==> config.mk <==
export PLATFORM = sky130hd
export DESIGN_NAME = orthogonal_connector_router_flat
export DESIGN_NICKNAME = d
export VERILOG_FILES = /design/src/rtl/ocr_pkg.sv /design/src/rtl/ocr_if.sv /design/src/rtl/orthogonal_connector_router.sv /design/src/rtl/ocr_grid.sv /design/src/rtl/ocr_pick.sv /design/src/flat_wrapper.sv
export SDC_FILE = /design/constraint.sdc
export NUM_CORES = 1
export LEC_CHECK = 0
export ABC_AREA = 1
export BUFFER_PORTS_ARGS = -buffer_cell sky130_fd_sc_hd__buf_4
export CORE_ASPECT_RATIO = 1.75
export CORE_UTILIZATION = 32
export DETAILED_ROUTE_END_ITERATION = 10
export HOLD_SLACK_MARGIN = 0.1
export MAX_ROUTING_LAYER = met4
export PLACE_DENSITY_LB_ADDON = 0.3
export SYNTH_ARGS = -nofsm -noshare
export SYNTH_HDL_FRONTEND = slang
export SYNTH_SLANG_ARGS = --single-unit
==> constraint.sdc <==
create_clock -name clock -period 11.6 [get_ports clock]
set_input_delay 0.58 -clock clock [delete_from_list [all_inputs] [get_ports clock]]
set_output_delay 0.58 -clock clock [all_outputs]
set_load 0.02 [all_outputs]
==> src/rtl/ocr_pkg.sv <==
// Shared types, constants and the path table of the orthogonal connector router.
`default_nettype none

package ocr_pkg;

   localparam int GRID_STEP_DEF  = 60;
   localparam int COORD_BITS_DEF = 12;
   localparam int IN_BITS        = 12;
   localparam int POINT_BITS     = 13;
   localparam int POINT_MAX      = 8191;
   localparam int NUM_SECTORS    = 8;
   localparam int MAX_WAYPOINTS  = 6;
   localparam int IDX_BITS       = $clog2(MAX_WAYPOINTS);
   localparam int COUNT_BITS     = $clog2(MAX_WAYPOINTS + 1);

   // Y grows downward: "up" means end_y < start_y.
   typedef enum logic [2:0] {
      SECT_RIGHT      = 3'd0,
      SECT_UP_RIGHT   = 3'd1,
      SECT_UP         = 3'd2,
      SECT_UP_LEFT    = 3'd3,
      SECT_LEFT       = 3'd4,
      SECT_DOWN_LEFT  = 3'd5,
      SECT_DOWN       = 3'd6,
      SECT_DOWN_RIGHT = 3'd7
   } sector_type;

   // Coordinate source of a waypoint: endpoint a (start) or b (end), raw or snapped.
   typedef enum logic [2:0] {
      SRC_A    = 3'd0,
      SRC_A_UP = 3'd1,
      SRC_A_DN = 3'd2,
      SRC_B    = 3'd3,
      SRC_B_UP = 3'd4,
      SRC_B_DN = 3'd5
   } src_type;

   typedef struct packed {
      logic [COUNT_BITS-1:0]            count;
      src_type [MAX_WAYPOINTS-1:0]      xs;
      src_type [MAX_WAYPOINTS-1:0]      ys;
   } route_type;

   typedef struct packed {
      logic [IN_BITS-1:0] start_x;
      logic [IN_BITS-1:0] start_y;
      logic [IN_BITS-1:0] end_x;
      logic [IN_BITS-1:0] end_y;
   } req_type;

   typedef struct packed {
      logic [POINT_BITS-1:0] point_x;
      logic [POINT_BITS-1:0] point_y;
      logic                  is_move;
      logic                  last_point;
      logic                  bad_input;
   } rsp_type;

   function automatic route_type route_of(input sector_type sect);
      route_type r;
      for (int k = 0; k < MAX_WAYPOINTS; k++) begin
         r.xs[k] = SRC_A;
         r.ys[k] = SRC_A;
      end
      r.count = COUNT_BITS'(MAX_WAYPOINTS);
      unique case (sect)
         SECT_UP: begin
            r.count = COUNT_BITS'(2);
            r.xs[1] = SRC_B;
            r.ys[1] = SRC_B;
         end
         SECT_UP_RIGHT, SECT_UP_LEFT: begin
            r.count = COUNT_BITS'(4);
            r.xs[2] = SRC_B;
            r.xs[3] = SRC_B;
            r.ys[1] = SRC_B_UP;
            r.ys[2] = SRC_B_UP;
            r.ys[3] = SRC_B;
         end
         SECT_LEFT, SECT_DOWN_LEFT: begin
            r.xs[2] = SRC_B_UP;
            r.xs[3] = SRC_B_UP;
            r.xs[4] = SRC_B;
            r.xs[5] = SRC_B;
            r.ys[1] = SRC_A_DN;
            r.ys[2] = SRC_A_DN;
            r.ys[3] = SRC_B_UP;
            r.ys[4] = SRC_B_UP;
            r.ys[5] = SRC_B;
         end
         SECT_RIGHT, SECT_DOWN, SECT_DOWN_RIGHT: begin
            r.xs[2] = SRC_B_DN;
            r.xs[3] = SRC_B_DN;
            r.xs[4] = SRC_B;
            r.xs[5] = SRC_B;
            r.ys[1] = SRC_A_DN;
            r.ys[2] = SRC_A_DN;
            r.ys[3] = SRC_B_UP;
            r.ys[4] = SRC_B_UP;
            r.ys[5] = SRC_B;
         end
      endcase
      return r;
   endfunction

endpackage

`default_nettype wire

==> src/rtl/ocr_if.sv <==
// Valid/ready channel interfaces for connection requests and waypoint responses.
`default_nettype none

interface ocr_req_if;
   logic             valid;
   logic             ready;
   ocr_pkg::req_type payload;

   modport source (output valid, output payload, input ready);
   modport sink   (input valid, input payload, output ready);
endinterface

interface ocr_rsp_if;
   logic             valid;
   logic             ready;
   ocr_pkg::rsp_type payload;

   modport source (output valid, output payload, input ready);
   modport sink   (input valid, input payload, output ready);
endinterface

`default_nettype wire

==> src/rtl/orthogonal_connector_router.sv <==
// Orthogonal connector router: endpoint pair in, grid-snapped waypoint stream out.
//
// req_ch carries one connection (start_x/y, end_x/y); rsp_ch returns its
// waypoints in order, one transfer each: the first has is_move set, the
// final one has last_point set. A connection gives 2, 4 or 6 waypoints by
// the sector of end relative to start; coinciding endpoints give a single
// transfer with bad_input and last_point set and a zero point.
// Pipeline: a capture stage (reciprocal multiply for the grid quotient), a
// path stage (grid floor, sector) that steps through the waypoints, and an
// output register; a request passes through them in that order. Waypoints
// follow one per cycle while rsp_ch.ready stays high. The path stage emits one
// waypoint per cycle while the output can take it, and holds a connection
// until its last waypoint (1 to 6 in all) is loaded; the capture stage takes
// the next request while the current one is still emitting.
// When rsp_ch.ready is low the output holds and the stages fill up; req_ch.ready
// drops once the capture stage is occupied and cannot move on.
// Synchronous reset empties all stages; no state survives a connection.
`default_nettype none

module orthogonal_connector_router #(
   parameter int GRID_STEP  = ocr_pkg::GRID_STEP_DEF,
   parameter int COORD_BITS = ocr_pkg::COORD_BITS_DEF
) (
   input wire logic   clock,
   input wire logic   reset,
   ocr_req_if.sink    req_ch,
   ocr_rsp_if.source  rsp_ch
);

   localparam int CW = (COORD_BITS < ocr_pkg::IN_BITS) ? COORD_BITS : ocr_pkg::IN_BITS;
   localparam int RECIP = (1 << CW) / GRID_STEP;
   localparam logic [CW-1:0] RECIP_V = CW'(RECIP);

   // coordinate slots: start_x, start_y, end_x, end_y
   logic [CW-1:0]   req_c [4];
   logic [2*CW-1:0] prod  [4];

   logic            s1_valid_ff, s1_valid_in;
   logic [CW-1:0]   s1_c_ff [4];
   logic [CW-1:0]   s1_q_ff [4];

   logic [CW-1:0]   gf [4];
   logic            rz [4];
   ocr_pkg::sector_type sect;
   logic            bad;

   logic                         s2_valid_ff, s2_valid_in;
   logic [CW-1:0]                s2_c_ff  [4];
   logic [CW-1:0]                s2_gf_ff [4];
   logic                         s2_rz_ff [4];
   ocr_pkg::sector_type          s2_sect_ff;
   logic                         s2_bad_ff;
   logic [ocr_pkg::IDX_BITS-1:0] idx_ff, idx_in;

   ocr_pkg::route_type           route;
   logic [ocr_pkg::POINT_BITS-1:0] px;
   logic [ocr_pkg::POINT_BITS-1:0] py;

   logic             rsp_valid_ff, rsp_valid_in;
   ocr_pkg::rsp_type rsp_data_ff, rsp_data_in;

   logic req_fire;
   logic out_load;
   logic s2_last;
   logic s2_free;
   logic s1_free;
   logic s1_adv;

   // ---------------- capture stage ----------------
   assign req_c[0] = req_ch.payload.start_x[CW-1:0];
   assign req_c[1] = req_ch.payload.start_y[CW-1:0];
   assign req_c[2] = req_ch.payload.end_x[CW-1:0];
   assign req_c[3] = req_ch.payload.end_y[CW-1:0];

   always_comb begin
      for (int i = 0; i < 4; i++) begin
         prod[i] = {{CW{1'b0}}, req_c[i]} * {{CW{1'b0}}, RECIP_V};
      end
   end

   always_ff @(posedge clock) begin
      if (req_fire) begin
         for (int i = 0; i < 4; i++) begin
            s1_c_ff[i] <= req_c[i];
            s1_q_ff[i] <= prod[i][2*CW-1:CW];
         end
      end
   end

   // ---------------- path stage ----------------
   for (genvar g = 0; g < 4; g++) begin : g_grid
      ocr_grid #(
         .GRID_STEP  (GRID_STEP),
         .COORD_BITS (CW)
      ) u_grid (
         .coord     (s1_c_ff[g]),
         .quot      (s1_q_ff[g]),
         .floor_val (gf[g]),
         .on_grid   (rz[g])
      );
   end

   assign bad = (s1_c_ff[0] == s1_c_ff[2]) && (s1_c_ff[1] == s1_c_ff[3]);

   always_comb begin
      priority if (s1_c_ff[3] == s1_c_ff[1]) begin
         sect = (s1_c_ff[2] > s1_c_ff[0]) ? ocr_pkg::SECT_RIGHT : ocr_pkg::SECT_LEFT;
      end else if (s1_c_ff[3] < s1_c_ff[1]) begin
         priority if (s1_c_ff[2] > s1_c_ff[0]) sect = ocr_pkg::SECT_UP_RIGHT;
         else if (s1_c_ff[2] == s1_c_ff[0])    sect = ocr_pkg::SECT_UP;
         else                                  sect = ocr_pkg::SECT_UP_LEFT;
      end else begin
         priority if (s1_c_ff[2] < s1_c_ff[0]) sect = ocr_pkg::SECT_DOWN_LEFT;
         else if (s1_c_ff[2] == s1_c_ff[0])    sect = ocr_pkg::SECT_DOWN;
         else                                  sect = ocr_pkg::SECT_DOWN_RIGHT;
      end
   end

   always_ff @(posedge clock) begin
      if (s1_adv) begin
         for (int i = 0; i < 4; i++) begin
            s2_c_ff[i]  <= s1_c_ff[i];
            s2_gf_ff[i] <= gf[i];
            s2_rz_ff[i] <= rz[i];
         end
         s2_sect_ff <= sect;
         s2_bad_ff  <= bad;
      end
   end

   assign route = ocr_pkg::route_of(s2_sect_ff);

   ocr_pick #(
      .GRID_STEP  (GRID_STEP),
      .COORD_BITS (CW)
   ) u_pick_x (
      .code    (route.xs[idx_ff]),
      .coord_a (s2_c_ff[0]),
      .floor_a (s2_gf_ff[0]),
      .grid_a  (s2_rz_ff[0]),
      .coord_b (s2_c_ff[2]),
      .floor_b (s2_gf_ff[2]),
      .grid_b  (s2_rz_ff[2]),
      .point   (px)
   );

   ocr_pick #(
      .GRID_STEP  (GRID_STEP),
      .COORD_BITS (CW)
   ) u_pick_y (
      .code    (route.ys[idx_ff]),
      .coord_a (s2_c_ff[1]),
      .floor_a (s2_gf_ff[1]),
      .grid_a  (s2_rz_ff[1]),
      .coord_b (s2_c_ff[3]),
      .floor_b (s2_gf_ff[3]),
      .grid_b  (s2_rz_ff[3]),
      .point   (py)
   );

   // ---------------- flow control ----------------
   assign out_load = s2_valid_ff && (!rsp_valid_ff || rsp_ch.ready);
   assign s2_last  = s2_bad_ff || (idx_ff == ocr_pkg::IDX_BITS'(route.count - 1'b1));
   assign s2_free  = !s2_valid_ff || (out_load && s2_last);
   assign s1_adv   = s1_valid_ff && s2_free;
   assign s1_free  = !s1_valid_ff || s2_free;
   assign req_fire = req_ch.valid && s1_free;

   assign req_ch.ready = s1_free;

   always_comb begin
      s1_valid_in  = req_fire || (s1_valid_ff && !s2_free);
      s2_valid_in  = s2_free ? s1_valid_ff : 1'b1;
      rsp_valid_in = out_load || (rsp_valid_ff && !rsp_ch.ready);
      if (s1_adv) begin
         idx_in = '0;
      end else if (out_load) begin
         idx_in = idx_ff + 1'b1;
      end else begin
         idx_in = idx_ff;
      end
   end

   always_comb begin
      rsp_data_in = rsp_data_ff;
      if (out_load) begin
         if (s2_bad_ff) begin
            rsp_data_in.point_x    = '0;
            rsp_data_in.point_y    = '0;
            rsp_data_in.is_move    = 1'b0;
            rsp_data_in.last_point = 1'b1;
            rsp_data_in.bad_input  = 1'b1;
         end else begin
            rsp_data_in.point_x    = px;
            rsp_data_in.point_y    = py;
            rsp_data_in.is_move    = (idx_ff == '0);
            rsp_data_in.last_point = s2_last;
            rsp_data_in.bad_input  = 1'b0;
         end
      end
   end

   always_ff @(posedge clock) begin
      if (reset) begin
         s1_valid_ff  <= 1'b0;
         s2_valid_ff  <= 1'b0;
         rsp_valid_ff <= 1'b0;
         idx_ff       <= '0;
      end else begin
         s1_valid_ff  <= s1_valid_in;
         s2_valid_ff  <= s2_valid_in;
         rsp_valid_ff <= rsp_valid_in;
         idx_ff       <= idx_in;
      end
   end

   always_ff @(posedge clock) begin
      rsp_data_ff <= rsp_data_in;
   end

   assign rsp_ch.valid   = rsp_valid_ff;
   assign rsp_ch.payload = rsp_data_ff;

   // ---------------- assertions ----------------
   a_bad_alone: assert property (@(posedge clock) disable iff (reset)
      rsp_ch.valid && rsp_ch.payload.bad_input
         |-> rsp_ch.payload.last_point && !rsp_ch.payload.is_move)
      else $error("bad_input transfer must be a lone final transfer");

   a_move_not_last: assert property (@(posedge clock) disable iff (reset)
      rsp_ch.valid && rsp_ch.payload.is_move |-> !rsp_ch.payload.last_point)
      else $error("a path cannot end on its move point");

   a_idx_range: assert property (@(posedge clock) disable iff (reset)
      s2_valid_ff && !s2_bad_ff |-> (ocr_pkg::COUNT_BITS'(idx_ff) < route.count))
      else $error("waypoint index past end of path");

endmodule

`default_nettype wire

==> src/rtl/ocr_grid.sv <==
// Grid floor of one coordinate from an estimated quotient, with one-step correction.
`default_nettype none

module ocr_grid #(
   parameter int GRID_STEP  = ocr_pkg::GRID_STEP_DEF,
   parameter int COORD_BITS = ocr_pkg::COORD_BITS_DEF
) (
   input  wire logic [COORD_BITS-1:0] coord,
   input  wire logic [COORD_BITS-1:0] quot,
   output logic      [COORD_BITS-1:0] floor_val,
   output logic                       on_grid
);

   localparam int GW = $clog2(GRID_STEP + 1);
   localparam int MW = (COORD_BITS > GW) ? COORD_BITS : GW;
   localparam int EW = (MW + 1 > ocr_pkg::POINT_BITS) ? MW + 1 : ocr_pkg::POINT_BITS;
   localparam logic [EW-1:0] STEP = EW'(GRID_STEP);

   logic [COORD_BITS+GW-1:0] prod;
   logic [COORD_BITS-1:0]    est;
   logic [EW-1:0]            rem;
   logic                     over;

   // est is quot*step with quot one short at most, so the remainder is below 2*step
   assign prod      = {{GW{1'b0}}, quot} * (COORD_BITS + GW)'(GRID_STEP);
   assign est       = prod[COORD_BITS-1:0];
   assign rem       = EW'(coord) - EW'(est);
   assign over      = (rem >= STEP);
   assign floor_val = over ? COORD_BITS'(EW'(est) + STEP) : est;
   assign on_grid   = (rem == '0) || (rem == STEP);

endmodule

`default_nettype wire

==> src/rtl/ocr_pick.sv <==
// Selects one waypoint coordinate from the endpoints and their snapped values.
`default_nettype none

module ocr_pick #(
   parameter int GRID_STEP  = ocr_pkg::GRID_STEP_DEF,
   parameter int COORD_BITS = ocr_pkg::COORD_BITS_DEF
) (
   input  wire ocr_pkg::src_type              code,
   input  wire logic [COORD_BITS-1:0]         coord_a,
   input  wire logic [COORD_BITS-1:0]         floor_a,
   input  wire logic                          grid_a,
   input  wire logic [COORD_BITS-1:0]         coord_b,
   input  wire logic [COORD_BITS-1:0]         floor_b,
   input  wire logic                          grid_b,
   output logic      [ocr_pkg::POINT_BITS-1:0] point
);

   localparam int GW = $clog2(GRID_STEP + 1);
   localparam int MW = (COORD_BITS > GW) ? COORD_BITS : GW;
   localparam int EW = (MW + 1 > ocr_pkg::POINT_BITS) ? MW + 1 : ocr_pkg::POINT_BITS;
   localparam logic [EW-1:0] STEP = EW'(GRID_STEP);
   localparam logic [EW-1:0] SAT  = EW'(ocr_pkg::POINT_MAX);

   logic [EW-1:0] up_a;
   logic [EW-1:0] dn_a;
   logic [EW-1:0] up_b;
   logic [EW-1:0] dn_b;
   logic [EW-1:0] val;

   // snap down: strictly below, so a coordinate on a grid line drops one step (never below 0)
   assign up_a = EW'(floor_a) + STEP;
   assign up_b = EW'(floor_b) + STEP;
   assign dn_a = !grid_a ? EW'(floor_a) : ((floor_a == '0) ? '0 : EW'(floor_a) - STEP);
   assign dn_b = !grid_b ? EW'(floor_b) : ((floor_b == '0) ? '0 : EW'(floor_b) - STEP);

   always_comb begin
      unique case (code)
         ocr_pkg::SRC_A:    val = EW'(coord_a);
         ocr_pkg::SRC_A_UP: val = up_a;
         ocr_pkg::SRC_A_DN: val = dn_a;
         ocr_pkg::SRC_B:    val = EW'(coord_b);
         ocr_pkg::SRC_B_UP: val = up_b;
         default:           val = dn_b;
      endcase
   end

   assign point = (val > SAT) ? ocr_pkg::POINT_BITS'(ocr_pkg::POINT_MAX)
                              : val[ocr_pkg::POINT_BITS-1:0];

endmodule

`default_nettype wire

==> src/flat_wrapper.sv <==
// flat-port wrapper written by rule: the top's interface ports become plain ports
module orthogonal_connector_router_flat 
#(
   parameter int GRID_STEP  = ocr_pkg::GRID_STEP_DEF,
   parameter int COORD_BITS = ocr_pkg::COORD_BITS_DEF
)
  (clock, reset, req_ch_valid, req_ch_payload, req_ch_ready, rsp_ch_valid, rsp_ch_payload, rsp_ch_ready);
  ocr_req_if req_ch_i ();
  ocr_rsp_if rsp_ch_i ();
  input wire logic clock;
  input wire logic reset;
  input wire logic [$bits(req_ch_i.valid)-1:0] req_ch_valid;
  input wire logic [$bits(req_ch_i.payload)-1:0] req_ch_payload;
  output wire logic [$bits(req_ch_i.ready)-1:0] req_ch_ready;
  output wire logic [$bits(rsp_ch_i.valid)-1:0] rsp_ch_valid;
  output wire logic [$bits(rsp_ch_i.payload)-1:0] rsp_ch_payload;
  input wire logic [$bits(rsp_ch_i.ready)-1:0] rsp_ch_ready;
  assign req_ch_i.valid = req_ch_valid;
  assign req_ch_i.payload = req_ch_payload;
  assign req_ch_ready = req_ch_i.ready;
  assign rsp_ch_valid = rsp_ch_i.valid;
  assign rsp_ch_payload = rsp_ch_i.payload;
  assign rsp_ch_i.ready = rsp_ch_ready;
  orthogonal_connector_router #(.GRID_STEP(GRID_STEP), .COORD_BITS(COORD_BITS)) u_core (.clock(clock), .reset(reset), .req_ch(req_ch_i), .rsp_ch(rsp_ch_i));
endmodule
==> impl_metrics.csv <==
group,metric,value,unit
clocking,cts_tree,"done",
worst_setup_path,critPathRequiredTime,11.86,ns
place,post_dp_cell_area,0.0170,mm^2
detailed_routing,vias,11900,
power_and_ir_drop,p_leak,0.00805,uW
place,dp_hpwl,31800,um
synthesis,synthCells,1698,
global_route,antenna_found_initial,0,
detailed_routing,viasPerCell,4.82,
layout,layout_commonest_cell,"nand2_1",
power_and_ir_drop,vdd_drop_max,140,uV
die,dieHeight,294,um
detailed_routing,drtIter0Drc,493,
detailed_routing,topRoutingLayerUsed,"met4",
detailed_routing,drc,0,
clocking,cts_setup_buffers,0,
global_route,grt_usage,0.163,
worst_setup_path,r2r-end,"u_core.s2_gf_ff[0][5]$_DFFE_PP_",
detailed_routing,wl_met3,1190,um
synthesis,ys_seq_area_frac,0.391,
timing,drv_slew,0,
flow_run,maxCapViolations,0,
die,start_util,0.326,
timing,finalSetupTns,0,ns
synthesis,synthArstFlopShare,0,
worst_setup_path,worstSetupStartpointType,"register",
clocking,holdBufCountCts,0,
timing,hold_viol_final,0,
worst_hold_path,worstHoldPathType,"input pin to register",
worst_setup_path,critical_path_arrival,5.13,ns
synthesis,synth.distinct_cells,59,
place,portBuffers,82,
clocking,cts.sinks,205,
timing,final.period_utilization,0.420,
worst_setup_path,path_class,"register to register",
global_route,grt_pass1_wl,60800,um
synthesis,synth-edff-count,199,
timing,rsz0062_at_grt,"false",
worst_setup_path,crit_path_max_fanout,17,
place,place_congestion,0.910,
detailed_routing,wirelength,38700,um
die,die_w,169,um
layout,final_cell_mix,"nand2_1, inv_1, edfxtp_1",
die,dieArea,0.0497,mm^2
layout,drive_above_1_share,0.102,
global_route,grt_max_degree,50,
worst_setup_path,reg2reg_from,"u_core.s1_q_ff[0][4]$_DFFE_PP_",
timing,relSlewSlack,0.442,
clocking,clk_latency,0.52,ns
synthesis,yosys_most_used_dff,"edfxtp_1",
detailed_routing,post_drt_wl_per_cell,15.7,um
synthesis,postSynthAreaPerCell,9.18,um^2
synthesis,synth_area,0.0156,mm^2
synthesis,ys_ff_latch,205,
worst_setup_path,crit_path_end_kind,"register",
timing,tightest_slew,0.837,ns
detailed_routing,wl_met1,13400,um
clocking,numCtsBuffers,23,
timing,skew,0.0102,ns
die,io_pins,83,
clocking,clkSlewWorstSetupHoldPaths,0.06,ns
clocking,post_cts_resized,0,
worst_hold_path,worst_hold_path.num_cells,1,
timing,setup_violations,0,
outcome,outcome,"completed",
clocking,htreeDepth,1,
worst_setup_path,endpoint,"u_core.s2_gf_ff[0][5]$_DFFE_PP_",
layout,num-nets-final,2076,
timing,hold_slack,0.246,ns
layout,finalInstanceArea,0.0177,mm^2
detailed_routing,dr_wl_met2,22000,um
worst_setup_path,ff2ff_setup_slack,6.73,ns
timing,max_freq,205,MHz
layout,area_growth,13.6,%
layout,antenna_cells,0,
die,core_area,0.0479,mm^2
timing,period_needed,4.87,ns
die,num_rows,106,
detailed_routing,drt_pass1_iterations,5,
worst_setup_path,startpoint,"u_core.s1_q_ff[0][4]$_DFFE_PP_",
synthesis,synth_warnings,0,
clocking,clockBufferDepth,3,
clocking,cts-root-buf,"clkbuf_16",
synthesis,syn_nets,1978,
power_and_ir_drop,p_per_area,245,mW/mm^2
detailed_routing,ant_nets,0,
global_route,overflow,0,
worst_setup_path,r2r_cells,22,
global_route,grt_pass1_vias,12000,
## synth_stat cells (9+ instances only)
cell,count,share of area
a21oi_1,111,0.036
o21ai_1,15,0.0048
nand2_1,297,0.071
a221oi_1,11,0.0062
fa_1,48,0.062
nor2_1,115,0.028
inv_1,277,0.067
nor3_1,21,0.0067
inv_2,16,0.0039
nand2_2,9,0.0036
xor2_1,61,0.034
a211oi_1,10,0.0048
xnor2_1,30,0.017
edfxtp_1,199,0.38
nand3_1,89,0.029
ha_1,180,0.14
o21ai_0,42,0.013
nand4_1,43,0.017
o211ai_1,9,0.0043
## metrics by stage
| stage | power [uW] | util | setup slack [ns] | instances |
|---|---|---|---|---|
| floorplan | 3050 | - | 5.29 | 1698 |
| finish | 4350 | 0.370 | 6.73 | 2459 |
| CTS | 4380 | 0.370 | 6.71 | 2459 |
| detailed placement | 3640 | 0.354 | 6.70 | 2419 |
| global placement | 3600 | 0.354 | 6.79 | 2419 |
| global route | 4760 | 0.370 | 6.32 | 2459 |
## worst min-delay path by stage
stage,start,end,slack [ns]
finish,req_ch_payload[25],u_core.s1_c_ff[1][1]$_DFFE_PP_,0.25
global route,req_ch_payload[25],u_core.s1_c_ff[1][1]$_DFFE_PP_,0.22
CTS,req_ch_payload[25],u_core.s1_c_ff[1][1]$_DFFE_PP_,0.21
detailed placement,u_core.s1_c_ff[0][1]$_DFFE_PP_,u_core.s2_c_ff[0][1]$_DFFE_PP_,0.44
global placement,u_core.s1_c_ff[1][2]$_DFFE_PP_,u_core.s2_c_ff[1][2]$_DFFE_PP_,0.43
floorplan,u_core.s1_c_ff[0][1]$_DFFE_PP_,u_core.s2_c_ff[0][1]$_DFFE_PP_,0.43
## per-layer routing
| metal | global-route usage | vias up |
|---|---|---|
| met4 | 0.0849 | 0 |
| met3 | 0.0167 | 89 |
| met2 | 0.322 | 234 |
| met1 | 0.150 | 5594 |
| li1 | - | 5941 |
| met5 | - | - |
## area by class of cell
type | count | area, um^2
clock buffers | 26 | 587
clock inverters | 14 | 154
fillers | 4813 | 30200
inverters | 294 | 1100
multi-input cells | 1185 | 8310
flip-flops and latches | 205 | 6100
well taps | 648 | 811
repair buffers | 87 | 653
## state kept, by name, indices dropped and copies added (netlist names), 2 cells and up
signal and flops:
u_core.idx_ff 3, u_core.s1_q_ff 28, u_core.s2_rz_ff 2, u_core.s2_sect_ff 3
u_core.s1_c_ff 48, u_core.s2_gf_ff 40, u_core.rsp_ch.payload 29, u_core.s2_c_ff 48
## cell families (layout without fill, tap and decap cells)
group	count (synthesis)	count (layout)	synth area share
AND/OR/NAND/NOR	619	619	0.179
flip-flops	205	205	0.391
adder cells (fa/ha/maj)	228	228	0.206
AO/OA/AOI/OAI	247	247	0.0964
XOR/XNOR	91	91	0.0511
buffers and inverters	308	421	0.0768
## power breakdown
group          internal [uW]  total [uW]  switching [uW]
Combinational            950        2530            1580
Sequential              1000        1090            88.7
Clock                    430         728             299
## critical path, cell delays in order (launching register included)
cell	delay (ns)
edfxtp_1	0.42
inv_1	0.23
fa_1	0.48
fa_1	0.52
inv_1	0.04
ha_1	0.35
nand2_1	0.10
inv_1	0.06
nand4_1	0.07
o211ai_1	0.12
nand2_1	0.14
nand2_1	0.08
nand2_1	0.04
nand2_1	0.06
xor2_1	0.34
ha_1	0.34
nand2_1	0.08
a21oi_1	0.05
nor4_1	0.25
o211a_1	0.24
nand2_1	0.32
o21ai_0	0.18
o21ai_1	0.09
Note: power is estimated with default switching activity, not from simulation.
